**config.mk**
```make
export PLATFORM = sky130hd
export DESIGN_NAME = fpga_passive_serial_config_unit
export DESIGN_NICKNAME = d
export VERILOG_FILES = /design/src/hdl/fpsc_pkg.sv /design/src/hdl/fpga_passive_serial_config_unit.sv
export SDC_FILE = /design/constraint.sdc
export NUM_CORES = 1
export LEC_CHECK = 0
export ABC_AREA = 1
export BUFFER_PORTS_ARGS = -buffer_cell sky130_fd_sc_hd__buf_4
export CAP_MARGIN = 20
export CORE_MARGIN = 2
export CORE_UTILIZATION = 40
export DETAILED_ROUTE_END_ITERATION = 8
export GPL_ROUTABILITY_DRIVEN = 0
export PLACE_DENSITY = 0.58
export SLEW_MARGIN = 10
export SYNTH_ARGS = -nofsm -noshare
export SYNTH_HDL_FRONTEND = slang
export SYNTH_SLANG_ARGS = --single-unit
```
**constraint.sdc**
```tcl
create_clock -name clock -period 4.6 [get_ports clock]
set_clock_uncertainty 0.15 [all_clocks]
set_input_delay 0.23 -clock clock [delete_from_list [all_inputs] [get_ports clock]]
set_output_delay 0.23 -clock clock [all_outputs]
set_load 0.02 [all_outputs]
```
**src/hdl/fpsc_pkg.sv**
```systemverilog
// ----------------------------------------------------------------------------
// fpsc_pkg
// Shared codes and types for the passive serial configuration unit.
// ----------------------------------------------------------------------------
package fpsc_pkg;

   typedef logic [1:0] op_type;
   typedef logic [2:0] code_type;
   typedef logic [2:0] csr_index_type;

   // request operations
   localparam op_type OP_START  = 2'd1;
   localparam op_type OP_WORD   = 2'd2;
   localparam op_type OP_FINISH = 2'd3;

   // result codes
   localparam code_type RC_IDLE      = 3'd0;
   localparam code_type RC_BUSY      = 3'd1;
   localparam code_type RC_OK        = 3'd2;
   localparam code_type RC_START_ERR = 3'd3;
   localparam code_type RC_DATA_ERR  = 3'd4;
   localparam code_type RC_END_ERR   = 3'd5;

   // configuration register indexes
   localparam csr_index_type CSR_SETTLE         = 3'd0;
   localparam csr_index_type CSR_PULSE          = 3'd1;
   localparam csr_index_type CSR_STATUS_TIMEOUT = 3'd2;
   localparam csr_index_type CSR_INIT_TIMEOUT   = 3'd3;
   localparam csr_index_type CSR_PRESTREAM      = 3'd4;

   localparam int CSR_DATA_WIDTH = 20;

   // configuration reset values
   localparam logic [19:0] SETTLE_RESET         = 20'd10000;
   localparam logic [7:0]  PULSE_RESET          = 8'd1;
   localparam logic [15:0] STATUS_TIMEOUT_RESET = 16'd230;
   localparam logic [15:0] INIT_TIMEOUT_RESET   = 16'd650;
   localparam logic [7:0]  PRESTREAM_RESET      = 8'd2;

endpackage

```
**src/hdl/fpga_passive_serial_config_unit.sv**
```systemverilog
// ----------------------------------------------------------------------------
// fpga_passive_serial_config_unit
// Passive serial configuration master, advanced one timebase tick per
// request transaction.
// ----------------------------------------------------------------------------
// Each request transaction is one tick: it carries the sampled nSTATUS,
// CONF_DONE and INIT_DONE levels and an operation (tick, start, word,
// finish). Each request gives exactly one response transaction with the pin
// levels to drive after that tick, the word_ready flag, the result code,
// the byte count and the early CONF_DONE flag.
// The tick is evaluated in the accepting cycle and the response register holds
// the result from the next cycle on. Throughput is one transaction per cycle
// while no stalled response is held; the state update and the response
// register are the only stages.
// req_stall is high only while a response is held and rsp_stall is high, so
// a stalled response freezes both the response and the sequencer state.
// The csr_ port writes timing registers; write only while no transaction is
// in flight.
// Synchronous reset loads the default timing values, puts the sequencer in
// idle with code idle, zero byte count and the mode pins released, and
// empties the response register.
// ----------------------------------------------------------------------------
module fpga_passive_serial_config_unit #(
   parameter int WORD_BITS   = 32,
   parameter int COUNT_WIDTH = 24,
   parameter int TIMER_WIDTH = 20
) (
   input  logic                                  clock,
   input  logic                                  reset,
   input  logic                                  req_valid,
   output logic                                  req_stall,
   input  logic [1:0]                            req_operation,
   input  logic [WORD_BITS-1:0]                  req_data_word,
   input  logic                                  req_nstatus_level,
   input  logic                                  req_confdone_level,
   input  logic                                  req_initdone_level,
   output logic                                  rsp_valid,
   input  logic                                  rsp_stall,
   output logic                                  rsp_nconfig_drive,
   output logic                                  rsp_dclk_drive,
   output logic                                  rsp_data_drive,
   output logic                                  rsp_msel_enable,
   output logic                                  rsp_word_ready,
   output logic [2:0]                            rsp_result_code,
   output logic [COUNT_WIDTH-1:0]                rsp_bytes_sent,
   output logic                                  rsp_early_done,
   input  logic                                  csr_wr_en,
   input  logic [2:0]                            csr_index,
   input  logic [fpsc_pkg::CSR_DATA_WIDTH-1:0]   csr_wr_data
);

   localparam int BIT_W          = $clog2(WORD_BITS);
   localparam int BYTES_PER_WORD = WORD_BITS / 8;
   localparam logic [BIT_W-1:0] LAST_BIT = BIT_W'(WORD_BITS - 1);
   localparam logic [TIMER_WIDTH-1:0] TIMER_MAX = {TIMER_WIDTH{1'b1}};
   localparam logic [32:0] TIMER_MAX_EXT = 33'(TIMER_MAX);
   localparam logic [COUNT_WIDTH-1:0] COUNT_MAX = {COUNT_WIDTH{1'b1}};

   localparam logic [3:0] PH_IDLE        = 4'd0;
   localparam logic [3:0] PH_SETTLE_PRE  = 4'd1;
   localparam logic [3:0] PH_PULSE       = 4'd2;
   localparam logic [3:0] PH_CHECK_LOW   = 4'd3;
   localparam logic [3:0] PH_WAIT_STATUS = 4'd4;
   localparam logic [3:0] PH_PRESTREAM   = 4'd5;
   localparam logic [3:0] PH_READY       = 4'd6;
   localparam logic [3:0] PH_SHIFT       = 4'd7;
   localparam logic [3:0] PH_DRAINED     = 4'd8;
   localparam logic [3:0] PH_WAIT_INIT   = 4'd9;
   localparam logic [3:0] PH_SETTLE_POST = 4'd10;

   // timing registers
   logic [19:0] settle_ff;
   logic [7:0]  pulse_ff;
   logic [15:0] status_to_ff;
   logic [15:0] init_to_ff;
   logic [7:0]  prestream_ff;

   // sequencer state
   logic [3:0]                 phase_ff, phase_in;
   logic [TIMER_WIDTH-1:0]     timer_ff, timer_in;
   logic [WORD_BITS-1:0]       shift_ff, shift_in;
   logic [BIT_W-1:0]           bit_ff, bit_in;
   logic                       clk_ff, clk_in;
   logic [COUNT_WIDTH-1:0]     count_ff, count_in;
   fpsc_pkg::code_type         code_ff, code_in;
   logic                       msel_ff, msel_in;
   logic                       early_ff, early_in;

   // response register
   logic                       rsp_valid_ff, rsp_valid_in;
   logic                       nconfig_ff, nconfig_in;
   logic                       dclk_ff, dclk_in;
   logic                       data_ff, data_in;
   logic                       msel_out_ff;
   logic                       ready_ff, ready_in;
   fpsc_pkg::code_type         rcode_ff, rcode_in;
   logic [COUNT_WIDTH-1:0]     bytes_ff;
   logic                       early_out_ff;

   logic                       req_accept;
   fpsc_pkg::op_type           op;
   logic [TIMER_WIDTH-1:0]     timer_inc;
   logic [19:0]                target;
   logic [32:0]                target_lim;
   logic                       reach;
   logic [COUNT_WIDTH:0]       count_sum;
   logic [COUNT_WIDTH-1:0]     count_sat;

   assign req_stall  = rsp_valid_ff & rsp_stall;
   assign req_accept = req_valid & ~req_stall;
   assign op         = req_operation;

   // saturating wait timer and its limited target
   always_comb begin
      timer_inc = (timer_ff == TIMER_MAX) ? timer_ff : timer_ff + TIMER_WIDTH'(1);
      unique case (phase_ff)
         PH_SETTLE_PRE, PH_SETTLE_POST: target = settle_ff;
         PH_PULSE:                      target = 20'(pulse_ff);
         PH_WAIT_STATUS:                target = 20'(status_to_ff);
         PH_PRESTREAM:                  target = 20'(prestream_ff);
         PH_WAIT_INIT:                  target = 20'(init_to_ff);
         default:                       target = '0;
      endcase
      target_lim = (33'(target) > TIMER_MAX_EXT) ? TIMER_MAX_EXT : 33'(target);
      reach      = 33'(timer_inc) >= target_lim;
      count_sum  = {1'b0, count_ff} + (COUNT_WIDTH + 1)'(BYTES_PER_WORD);
      count_sat  = count_sum[COUNT_WIDTH] ? COUNT_MAX : count_sum[COUNT_WIDTH-1:0];
   end

   always_comb begin
      phase_in = phase_ff;
      timer_in = timer_ff;
      shift_in = shift_ff;
      bit_in   = bit_ff;
      clk_in   = clk_ff;
      count_in = count_ff;
      code_in  = code_ff;
      msel_in  = msel_ff;
      early_in = early_ff;
      if (op == fpsc_pkg::OP_START) begin
         count_in = '0;
         early_in = 1'b0;
         clk_in   = 1'b0;
         bit_in   = '0;
         msel_in  = 1'b1;
         timer_in = '0;
         phase_in = (settle_ff == '0) ? PH_PULSE : PH_SETTLE_PRE;
      end else begin
         unique case (phase_ff)
            PH_IDLE: begin
            end
            PH_SETTLE_PRE: begin
               timer_in = timer_inc;
               if (reach) begin
                  phase_in = PH_PULSE;
                  timer_in = '0;
               end
            end
            PH_PULSE: begin
               timer_in = timer_inc;
               if (reach) begin
                  phase_in = PH_CHECK_LOW;
                  timer_in = '0;
               end
            end
            PH_CHECK_LOW: begin
               timer_in = '0;
               if (req_nstatus_level) begin
                  phase_in = PH_IDLE;
                  clk_in   = 1'b0;
                  code_in  = fpsc_pkg::RC_START_ERR;
               end else begin
                  phase_in = PH_WAIT_STATUS;
               end
            end
            PH_WAIT_STATUS: begin
               if (req_nstatus_level) begin
                  timer_in = '0;
                  if (req_confdone_level) begin
                     phase_in = PH_IDLE;
                     clk_in   = 1'b0;
                     code_in  = fpsc_pkg::RC_START_ERR;
                  end else begin
                     phase_in = (prestream_ff == '0) ? PH_READY : PH_PRESTREAM;
                  end
               end else begin
                  timer_in = timer_inc;
                  if (reach) begin
                     phase_in = PH_IDLE;
                     timer_in = '0;
                     clk_in   = 1'b0;
                     code_in  = fpsc_pkg::RC_START_ERR;
                  end
               end
            end
            PH_PRESTREAM: begin
               timer_in = timer_inc;
               if (reach) begin
                  phase_in = PH_READY;
                  timer_in = '0;
               end
            end
            PH_READY: begin
               if (op == fpsc_pkg::OP_WORD) begin
                  timer_in = '0;
                  if (req_confdone_level) begin
                     if (count_ff == '0) begin
                        phase_in = PH_IDLE;
                        clk_in   = 1'b0;
                        code_in  = fpsc_pkg::RC_DATA_ERR;
                     end else begin
                        early_in = 1'b1;
                        phase_in = PH_DRAINED;
                     end
                  end else begin
                     shift_in = req_data_word;
                     bit_in   = '0;
                     clk_in   = 1'b0;
                     phase_in = PH_SHIFT;
                  end
               end else if (op == fpsc_pkg::OP_FINISH) begin
                  timer_in = '0;
                  if (req_confdone_level) begin
                     phase_in = PH_WAIT_INIT;
                  end else begin
                     phase_in = PH_IDLE;
                     clk_in   = 1'b0;
                     code_in  = fpsc_pkg::RC_END_ERR;
                  end
               end
            end
            PH_SHIFT: begin
               if (!clk_ff) begin
                  clk_in = 1'b1;
               end else begin
                  clk_in = 1'b0;
                  if (bit_ff == LAST_BIT) begin
                     bit_in   = '0;
                     count_in = count_sat;
                     phase_in = PH_READY;
                     timer_in = '0;
                  end else begin
                     bit_in = bit_ff + BIT_W'(1);
                  end
               end
            end
            PH_DRAINED: begin
               if (op == fpsc_pkg::OP_FINISH) begin
                  timer_in = '0;
                  if (req_confdone_level) begin
                     phase_in = PH_WAIT_INIT;
                  end else begin
                     phase_in = PH_IDLE;
                     clk_in   = 1'b0;
                     code_in  = fpsc_pkg::RC_END_ERR;
                  end
               end
            end
            PH_WAIT_INIT: begin
               if (req_initdone_level) begin
                  timer_in = '0;
                  if (settle_ff == '0) begin
                     msel_in  = 1'b0;
                     phase_in = PH_IDLE;
                     clk_in   = 1'b0;
                     code_in  = fpsc_pkg::RC_OK;
                  end else begin
                     phase_in = PH_SETTLE_POST;
                  end
               end else begin
                  timer_in = timer_inc;
                  if (reach) begin
                     phase_in = PH_IDLE;
                     timer_in = '0;
                     clk_in   = 1'b0;
                     code_in  = fpsc_pkg::RC_END_ERR;
                  end
               end
            end
            PH_SETTLE_POST: begin
               timer_in = timer_inc;
               if (reach) begin
                  msel_in  = 1'b0;
                  phase_in = PH_IDLE;
                  timer_in = '0;
                  clk_in   = 1'b0;
                  code_in  = fpsc_pkg::RC_OK;
               end
            end
            default: begin
               phase_in = PH_IDLE;
            end
         endcase
      end
   end

   // response fields from the post-tick state
   always_comb begin
      nconfig_in   = phase_in != PH_PULSE;
      dclk_in      = (phase_in == PH_SHIFT) & clk_in;
      data_in      = (phase_in == PH_SHIFT) & shift_in[bit_in];
      ready_in     = (phase_in == PH_READY) | (phase_in == PH_DRAINED);
      rcode_in     = (phase_in == PH_IDLE) ? code_in : fpsc_pkg::RC_BUSY;
      rsp_valid_in = req_accept ? 1'b1 : (rsp_stall ? rsp_valid_ff : 1'b0);
   end

   always_ff @(posedge clock) begin
      if (reset) begin
         settle_ff    <= fpsc_pkg::SETTLE_RESET;
         pulse_ff     <= fpsc_pkg::PULSE_RESET;
         status_to_ff <= fpsc_pkg::STATUS_TIMEOUT_RESET;
         init_to_ff   <= fpsc_pkg::INIT_TIMEOUT_RESET;
         prestream_ff <= fpsc_pkg::PRESTREAM_RESET;
      end else if (csr_wr_en) begin
         unique case (csr_index)
            fpsc_pkg::CSR_SETTLE:         settle_ff    <= csr_wr_data;
            fpsc_pkg::CSR_PULSE:          pulse_ff     <= csr_wr_data[7:0];
            fpsc_pkg::CSR_STATUS_TIMEOUT: status_to_ff <= csr_wr_data[15:0];
            fpsc_pkg::CSR_INIT_TIMEOUT:   init_to_ff   <= csr_wr_data[15:0];
            fpsc_pkg::CSR_PRESTREAM:      prestream_ff <= csr_wr_data[7:0];
            default: begin
            end
         endcase
      end
   end

   always_ff @(posedge clock) begin
      if (reset) begin
         phase_ff     <= PH_IDLE;
         timer_ff     <= '0;
         bit_ff       <= '0;
         clk_ff       <= 1'b0;
         count_ff     <= '0;
         code_ff      <= fpsc_pkg::RC_IDLE;
         msel_ff      <= 1'b0;
         early_ff     <= 1'b0;
         rsp_valid_ff <= 1'b0;
      end else begin
         rsp_valid_ff <= rsp_valid_in;
         if (req_accept) begin
            phase_ff <= phase_in;
            timer_ff <= timer_in;
            bit_ff   <= bit_in;
            clk_ff   <= clk_in;
            count_ff <= count_in;
            code_ff  <= code_in;
            msel_ff  <= msel_in;
            early_ff <= early_in;
         end
      end
   end

   always_ff @(posedge clock) begin
      if (req_accept) begin
         shift_ff     <= shift_in;
         nconfig_ff   <= nconfig_in;
         dclk_ff      <= dclk_in;
         data_ff      <= data_in;
         msel_out_ff  <= msel_in;
         ready_ff     <= ready_in;
         rcode_ff     <= rcode_in;
         bytes_ff     <= count_in;
         early_out_ff <= early_in;
      end
   end

   assign rsp_valid         = rsp_valid_ff;
   assign rsp_nconfig_drive = nconfig_ff;
   assign rsp_dclk_drive    = dclk_ff;
   assign rsp_data_drive    = data_ff;
   assign rsp_msel_enable   = msel_out_ff;
   assign rsp_word_ready    = ready_ff;
   assign rsp_result_code   = rcode_ff;
   assign rsp_bytes_sent    = bytes_ff;
   assign rsp_early_done    = early_out_ff;

   // a start always yields a busy response with the mode pins driven
   assert property (@(posedge clock) disable iff (reset)
      (req_valid && !req_stall && req_operation == fpsc_pkg::OP_START) |=>
      (rsp_valid && rsp_msel_enable && rsp_result_code == fpsc_pkg::RC_BUSY))
      else $error("start transaction did not give a busy response");

   // nCONFIG pulse only happens with the mode pins driven and during a sequence
   assert property (@(posedge clock) disable iff (reset)
      (rsp_valid && !rsp_nconfig_drive) |->
      (rsp_msel_enable && rsp_result_code == fpsc_pkg::RC_BUSY))
      else $error("nconfig pulse outside a running sequence");

   // dclk and word_ready never overlap, and both mean a sequence is running
   assert property (@(posedge clock) disable iff (reset)
      (rsp_valid && (rsp_dclk_drive || rsp_word_ready)) |->
      (!(rsp_dclk_drive && rsp_word_ready) && rsp_result_code == fpsc_pkg::RC_BUSY))
      else $error("dclk or word_ready outside a running sequence");

   // a held response freezes the sequencer state
   assert property (@(posedge clock) disable iff (reset)
      (rsp_valid && rsp_stall) |=> ($stable(phase_ff) && $stable(count_ff)))
      else $error("sequencer state moved while the response was stalled");

endmodule

```
## Word level (Yosys, flattened, before mapping)

Index checks and enable logic that the tools add are counted.
W data, S select, Z words.

| storage, ports and cells | value |
|---|---|
| register bits after elaboration | 193 |
| bits in latches | 0 |
| memory bits (writable) | 0 |
| ROM bits | 0 |
| input port bits | 65 |
| output and inout port bits | 35 |
| word-level logic and storage cells | 164 |
| memories kept | 0 |

| operators by class | value |
|---|---|
| add/subtract/negate cells | 3 |
| $mul | 0 |
| div/mod/pow operators | 0 |
| order comparisons | 2 |
| equal/unequal tests | 26 |
| shift-type cells | 0 |
| mux-type cells | 89 |
| bitwise operators | 6 |
| reduce and logical (&&, ||, !) cells | 15 |

Operators with widths:

| operator | count |
|---|---|
| $mux W20 | 9 |
| $pmux W20 S7 | 1 |
| $mux W32 | 4 |
| $mux W24 | 5 |
| $pmux W20 S5 | 1 |
| $mux W4 | 15 |
| $mux W3 | 16 |
| $pmux W4 S11 | 1 |
| $add A24 B3 Y25 const B | 1 |
| $mux W1 | 25 |
| $mux W5 | 5 |
| $eq A4 B3 Y1 const B | 6 |
| $logic_not A24 Y1 | 1 |
| $add A20 B1 Y20 const B | 1 |
| $eq A20 B20 Y1 const B | 1 |
| $ge A20 B20 Y1 | 1 |
| $logic_not A20 Y1 | 1 |
| $pmux W3 S6 | 1 |
| $eq A4 B4 Y1 const B | 4 |
| $pmux W5 S2 | 1 |
| $reduce_and A2 Y1 | 5 |
| $eq A4 B2 Y1 const B | 2 |
| $logic_not A4 Y1 | 2 |
| $logic_not A8 Y1 | 1 |
| 24 further kinds | 31 |

## Logic depth before layout (Yosys ltp)

| depth | value |
|---|---|
| word-level depth | 10 |
| depth in mapped cells | 28 |
| depth with buffers taken out | 28 |

## Worst setup path before layout

Ideal clock, no wire load.

| timing | value |
|---|---|
| kind | register to register |
| from | register rsp_valid_ff, in the netlist rsp_valid |
| to | register bytes_ff[0], in the netlist rsp_bytes_sent[0] (enable) |
| library setup time | 0.455 ns |
| arrival time | 2.946 ns |
| setup slack | 1.049 ns |
| stages on the path, launching flop included | 6 |
| cell sequence | dfxtp_1 -> nand2_1 -> inv_1 -> nor2_1 -> clkbuf_1 -> clkbuf_1 |

| on the way | value |
|---|---|
| word-level cells in the longest chain between the ends | 3 |

Ends and longest elaborated chain:

| element | line | source |
|---|---|---|
| start, declared | fpga_passive_serial_config_unit.sv:90 | `logic rsp_valid_ff, rsp_valid_in;` |
| start signal, assigned | fpga_passive_serial_config_unit.sv:339 | `rsp_valid_ff <= rsp_valid_in;` |
| $and A1 B1 Y1 | fpga_passive_serial_config_unit.sv:109 | `assign req_stall = rsp_valid_ff & rsp_stall;` |
| net req_stall | fpga_passive_serial_config_unit.sv:31 | `output logic req_stall,` |
| $not A1 Y1 | fpga_passive_serial_config_unit.sv:110 | `assign req_accept = req_valid & ~req_stall;` |
| $and A1 B1 Y1 | fpga_passive_serial_config_unit.sv:110 |  |
| net req_accept | fpga_passive_serial_config_unit.sv:100 | `logic req_accept;` |
| end signal, assigned | fpga_passive_serial_config_unit.sv:362 | `bytes_ff <= count_in;` |
| end, declared | fpga_passive_serial_config_unit.sv:97 | `logic [COUNT_WIDTH-1:0] bytes_ff;` |

The timed path passes the listed nets, and every way through them passes these cells.
A chain may end at the register's enable or synchronous reset.

## Worst setup path in the final report

| timing | value |
|---|---|
| from | register timer_ff[0] |
| to | register rcode_ff[1], in the netlist rsp_result_code[1], data pin |

| on the way | value |
|---|---|
| word-level cells in the longest chain between the ends | 8 |
| elaborated cells between the ends (all ways) | 20 |
| classes of those cells | add/sub (1); order compare (1); eq/ne (1); mux (16); reduce/logical (1) |

Ends and longest elaborated chain:

| element | line | source |
|---|---|---|
| start, declared | fpga_passive_serial_config_unit.sv:80 | `logic [TIMER_WIDTH-1:0] timer_ff, timer_in;` |
| start signal, assigned | fpga_passive_serial_config_unit.sv:342 | `timer_ff <= timer_in;` |
| $add A20 B1 Y20 / $eq A20 B20 Y1 (equally long branches) | fpga_passive_serial_config_unit.sv:115 | `timer_inc = (timer_ff == TIMER_MAX) ? timer_ff : timer_ff + TIMER_WIDTH'(1);` |
| $mux W20 (*) | fpga_passive_serial_config_unit.sv:115 |  |
| $ge A20 B20 Y1 (*) | fpga_passive_serial_config_unit.sv:125 | `reach = 33'(timer_inc) >= target_lim;` |
| $mux W4 | fpga_passive_serial_config_unit.sv:188, fpga_passive_serial_config_unit.sv:272, fpga_passive_serial_config_unit.sv:282 |  |
| $mux W4 (on tied branches) | fpga_passive_serial_config_unit.sv:260, fpga_passive_serial_config_unit.sv:177 |  |
| $pmux W4 S11 | fpga_passive_serial_config_unit.sv:149 | `unique case (phase_ff)` |
| $mux W4 | fpga_passive_serial_config_unit.sv:140 | `if (op == fpsc_pkg::OP_START) begin` |
| $logic_not A4 Y1 | fpga_passive_serial_config_unit.sv:303 | `rcode_in = (phase_in == PH_IDLE) ? code_in : fpsc_pkg::RC_BUSY;` |
| end signal, assigned | fpga_passive_serial_config_unit.sv:361 | `rcode_ff <= rcode_in;` |
| end, declared | fpga_passive_serial_config_unit.sv:96 | `fpsc_pkg::code_type rcode_ff, rcode_in;` |

Every way passes the cells marked *; elsewhere a longest branch is shown, timed or not.

==> impl_metrics.yaml <==
synth:
  synth_top_family_by_area: "simple AND/OR/NAND/NOR gates"
  ys_types: 50
  synth.most_common_cell: "nand2_1"
  synth-edff-count: 65
  ys_ff_latch: 193
  yosys_warnings: 0
  avgSynthCellArea_um2: 7.16
  synth_mux_area_frac: 0.000930
  ys_top_cells_by_area: "dfxtp_1, edfxtp_1, nand2_1, inv_1, a21oi_1"
  ys.flop_type: "dfxtp_1"
  synth_commonest_cells: "nand2_1, inv_1, nor2_1"
  synthesis.nets: 1594
  syn_inst: 1504
  synth_fa_ha_area_frac: 0.0290
  synth_compound_area_frac: 0.150
  synth_top_area_cell: "dfxtp_1"
  ys_seq_area_frac: 0.419
  synth-async-reset-ratio: 0
  syn_area_um2: 10800
  synth_xor_area_frac: 0.0146
  yosys.area_share.simple: 0.296
  yosysTopAreaCellShare: 0.238
timing:
  rsz0062_at_grt: "false"
  worst_pin_slew_ns: 0.905
  fmax_ghz: 0.237
  setup_ws_ns: 0.388
  final.setup.tns_ns: 0
  period_share: 0.916
  slew_violations: 0
  final-setup-viol-count: 0
  finalHoldViolCount: 0
  min_period_ns: 4.21
  slew-limit-headroom: 0.397
clocking:
  post_cts_resized: 0
  cts_buffers: 17
  cts_tree: "built"
  clock-sinks: 193
  clock_latency_ns: 0.45
  clkTransAtPathRegs_ns: 0.08
  cts_max_level: 4
  root_buffer: "clkbuf_16"
  cts.path.max_buffers: 2
die:
  die-width_um: 168
  floorplan.initialDensity: 0.403
  die_area_um2: 28200
  io_pins: 100
  rows: 60
  coreArea_um2: 26700
  die_h_um: 168
placement:
  post-place-cells: 1898
  io_buffers: 99
  pre_cts_slack_ns: 0.459
  placed_cell_area_um2: 11800
  dp_hpwl_um: 21200
final_layout:
  diodes: 0
  nNetsFinal: 1720
  drive_gt1_frac: 0.117
  fin_cells: 1984
  area_growth_pct: 19.9
  fin_area_um2: 12900
grt:
  grt.met3_usage: 0.0320
  grt_util_met1: 0.278
  grt_pass1_vias: 9742
  grt_pass1_wl_um: 48900
  grtUsageTotal: 0.214
  grt-busiest-layer: "met2"
  antenna_found_initial: 0
  grt_overflow: 0
  grt_max_degree: 85
  use_met2: 0.371
setup_path:
  critPathRequiredTime_ns: 4.66
  start_kind: "flop"
  critPathMaxFanout: 5
  critPathLaunch: "timer_ff[0]$_SDFFE_PP0P_"
  criticalPathCategory: "flop to flop"
  end_kind: "flop"
  reg2reg_slack_ns: 0.39
  r2r-start: "timer_ff[0]$_SDFFE_PP0P_"
  cp_data_arrival_time_ns: 4.27
run_status:
  status: "finished clean"
drt:
  vias_per_cell: 5.10
  drtIter0Drc: 669
  route.detailed.drc: 0
  wl_um: 29700
  drtPass1Iterations: 7
  wl_per_cell_um: 15.0
  vias: 10100
  final_antenna_net_count: 0
pwr:
  p_total_mw: 4.04
  powerDensity_nw_per_um2: 313
  switching_share: 0.298
  p_seq_frac: 0.473
  vdd_drop_max_mv: 0.156
  combPwrFrac: 0.156
  p_sw_mw: 1.20
  p_leak_nw: 5.68
  clkPwrFrac: 0.371
  p_int_mw: 2.83
flow_run:
  max_cap_viol_count: 0
min_path:
  hold_class: "primary input to flop"
  hp-start: "csr_index[1]"
-- through the flow --
stage,utilization,hold slack [ns]
2_1_floorplan,-,0.193
3_3_place_gp,0.441,0.293
3_5_place_dp,0.441,0.298
4_1_cts,0.483,0.0262
5_1_grt,0.483,0.0517
6_report,0.483,0.0420
-- power groups by stage --
stage / logic [mW] / registers, mW / clock network (mW)
2_1_floorplan: 0.371 / 1.96 / 0
3_3_place_gp: 0.585 / 1.95 / 0
3_5_place_dp: 0.588 / 1.95 / 0
4_1_cts: 0.627 / 1.91 / 1.54
5_1_grt: 0.709 / 1.92 / 1.59
6_report: 0.628 / 1.91 / 1.50
-- flip-flops by register name, indices dropped and copies added (netlist names) --
name and count:
count_ff 24, early_ff 1, code_ff 3, rsp_msel_enable 1, prestream_ff 8, pulse_ff 8
init_to_ff 16, rsp_dclk_drive 1, settle_ff 20, rsp_early_done 1, shift_ff 32, status_to_ff 16
timer_ff 20, rsp_word_ready 1, msel_ff 1, rsp_result_code 3, rsp_bytes_sent 24, bit_ff 5
phase_ff 4, clk_ff 1, rsp_valid 1, rsp_data_drive 1, rsp_nconfig_drive 1
-- what timing repair did --
action / 4_1_cts / 5_1_grt
buffers inserted: 0 / 0
hold buffers: 54 / 0
endpoints found under the hold margin: 100 / 0
-- critical path, cell delays in order, from the launching register on --
cell and delay, ns:
dfxtp_1 0.38, ha_1 0.19, nand3_1 0.13, nor2_1 0.22
nand3_1 0.20, nor3_4 0.26, nand2_2 0.14, nand2_1 0.12
nor3_1 0.05, a21oi_1 0.32, ha_1 0.31, a21oi_1 0.17
nand2_1 0.08, nand2_1 0.06, nand2_1 0.06, a21oi_1 0.26
nand3_1 0.24, nand2_1 0.11, nor2_1 0.04, nand3_1 0.06
nand2_1 0.08, nand2_1 0.16, inv_1 0.07, nand2_1 0.08
nor2_1 0.04
-- cells in the final DEF (no fill, tap or decap), types with 12 or more instances in the layout --
master         instances
ha_1                  25
a21oi_1              114
nand3_1              112
nor3_1                27
clkbuf_16             17
nand2_1              385
dfxtp_1              128
dlygate4sd3_1         54
buf_4                109
xor2_1                16
nand2_2               12
nor2_1               136
o21ai_0              110
inv_1                182
a211oi_1              12
edfxtp_1              65
nand4_1               21
o211ai_1              14
-- worst paths after layout --
| check | depth (start not counted) | to |
|---|---|---|
| max | 24 | rsp_result_code[1]$_SDFFCE_PP0P_ |
| min reg2reg | 2 | init_to_ff[0]$_SDFFE_PP0P_ |
| max reg2reg | 24 | rsp_result_code[1]$_SDFFCE_PP0P_ |
| min | 4 | pulse_ff[0]$_SDFFE_PP1P_ |
-- layout make-up --
class / count / area (um^2)
clock inverter: 13 / 144
tap: 341 / 427
multi-input combinational: 1061 / 5290
sequential: 193 / 4510
inverter: 194 / 728
clock buffer: 19 / 443
fill: 2752 / 13800
timing repair buffer: 163 / 1360
-- routing by layer --
metal | up-vias | routed length, um
li1 | 5227 | -
met1 | 4580 | 13600
met2 | 262 | 14200
met3 | 43 | 1320
met4 | 0 | 607
met5 | - | 0
-- cells by family (layout without fill, tap and decap cells) --
kind of cell | Yosys count | count (layout)
AO/OA/AOI/OAI | 286 | 286
XOR/XNOR | 18 | 18
adder cells (fa/ha/maj) | 25 | 25
buffers and inverters | 250 | 389
flip-flops | 193 | 193
multiplexers | 1 | 1
AND/OR/NAND/NOR | 731 | 731
Power figures use the tool's default switching activity.
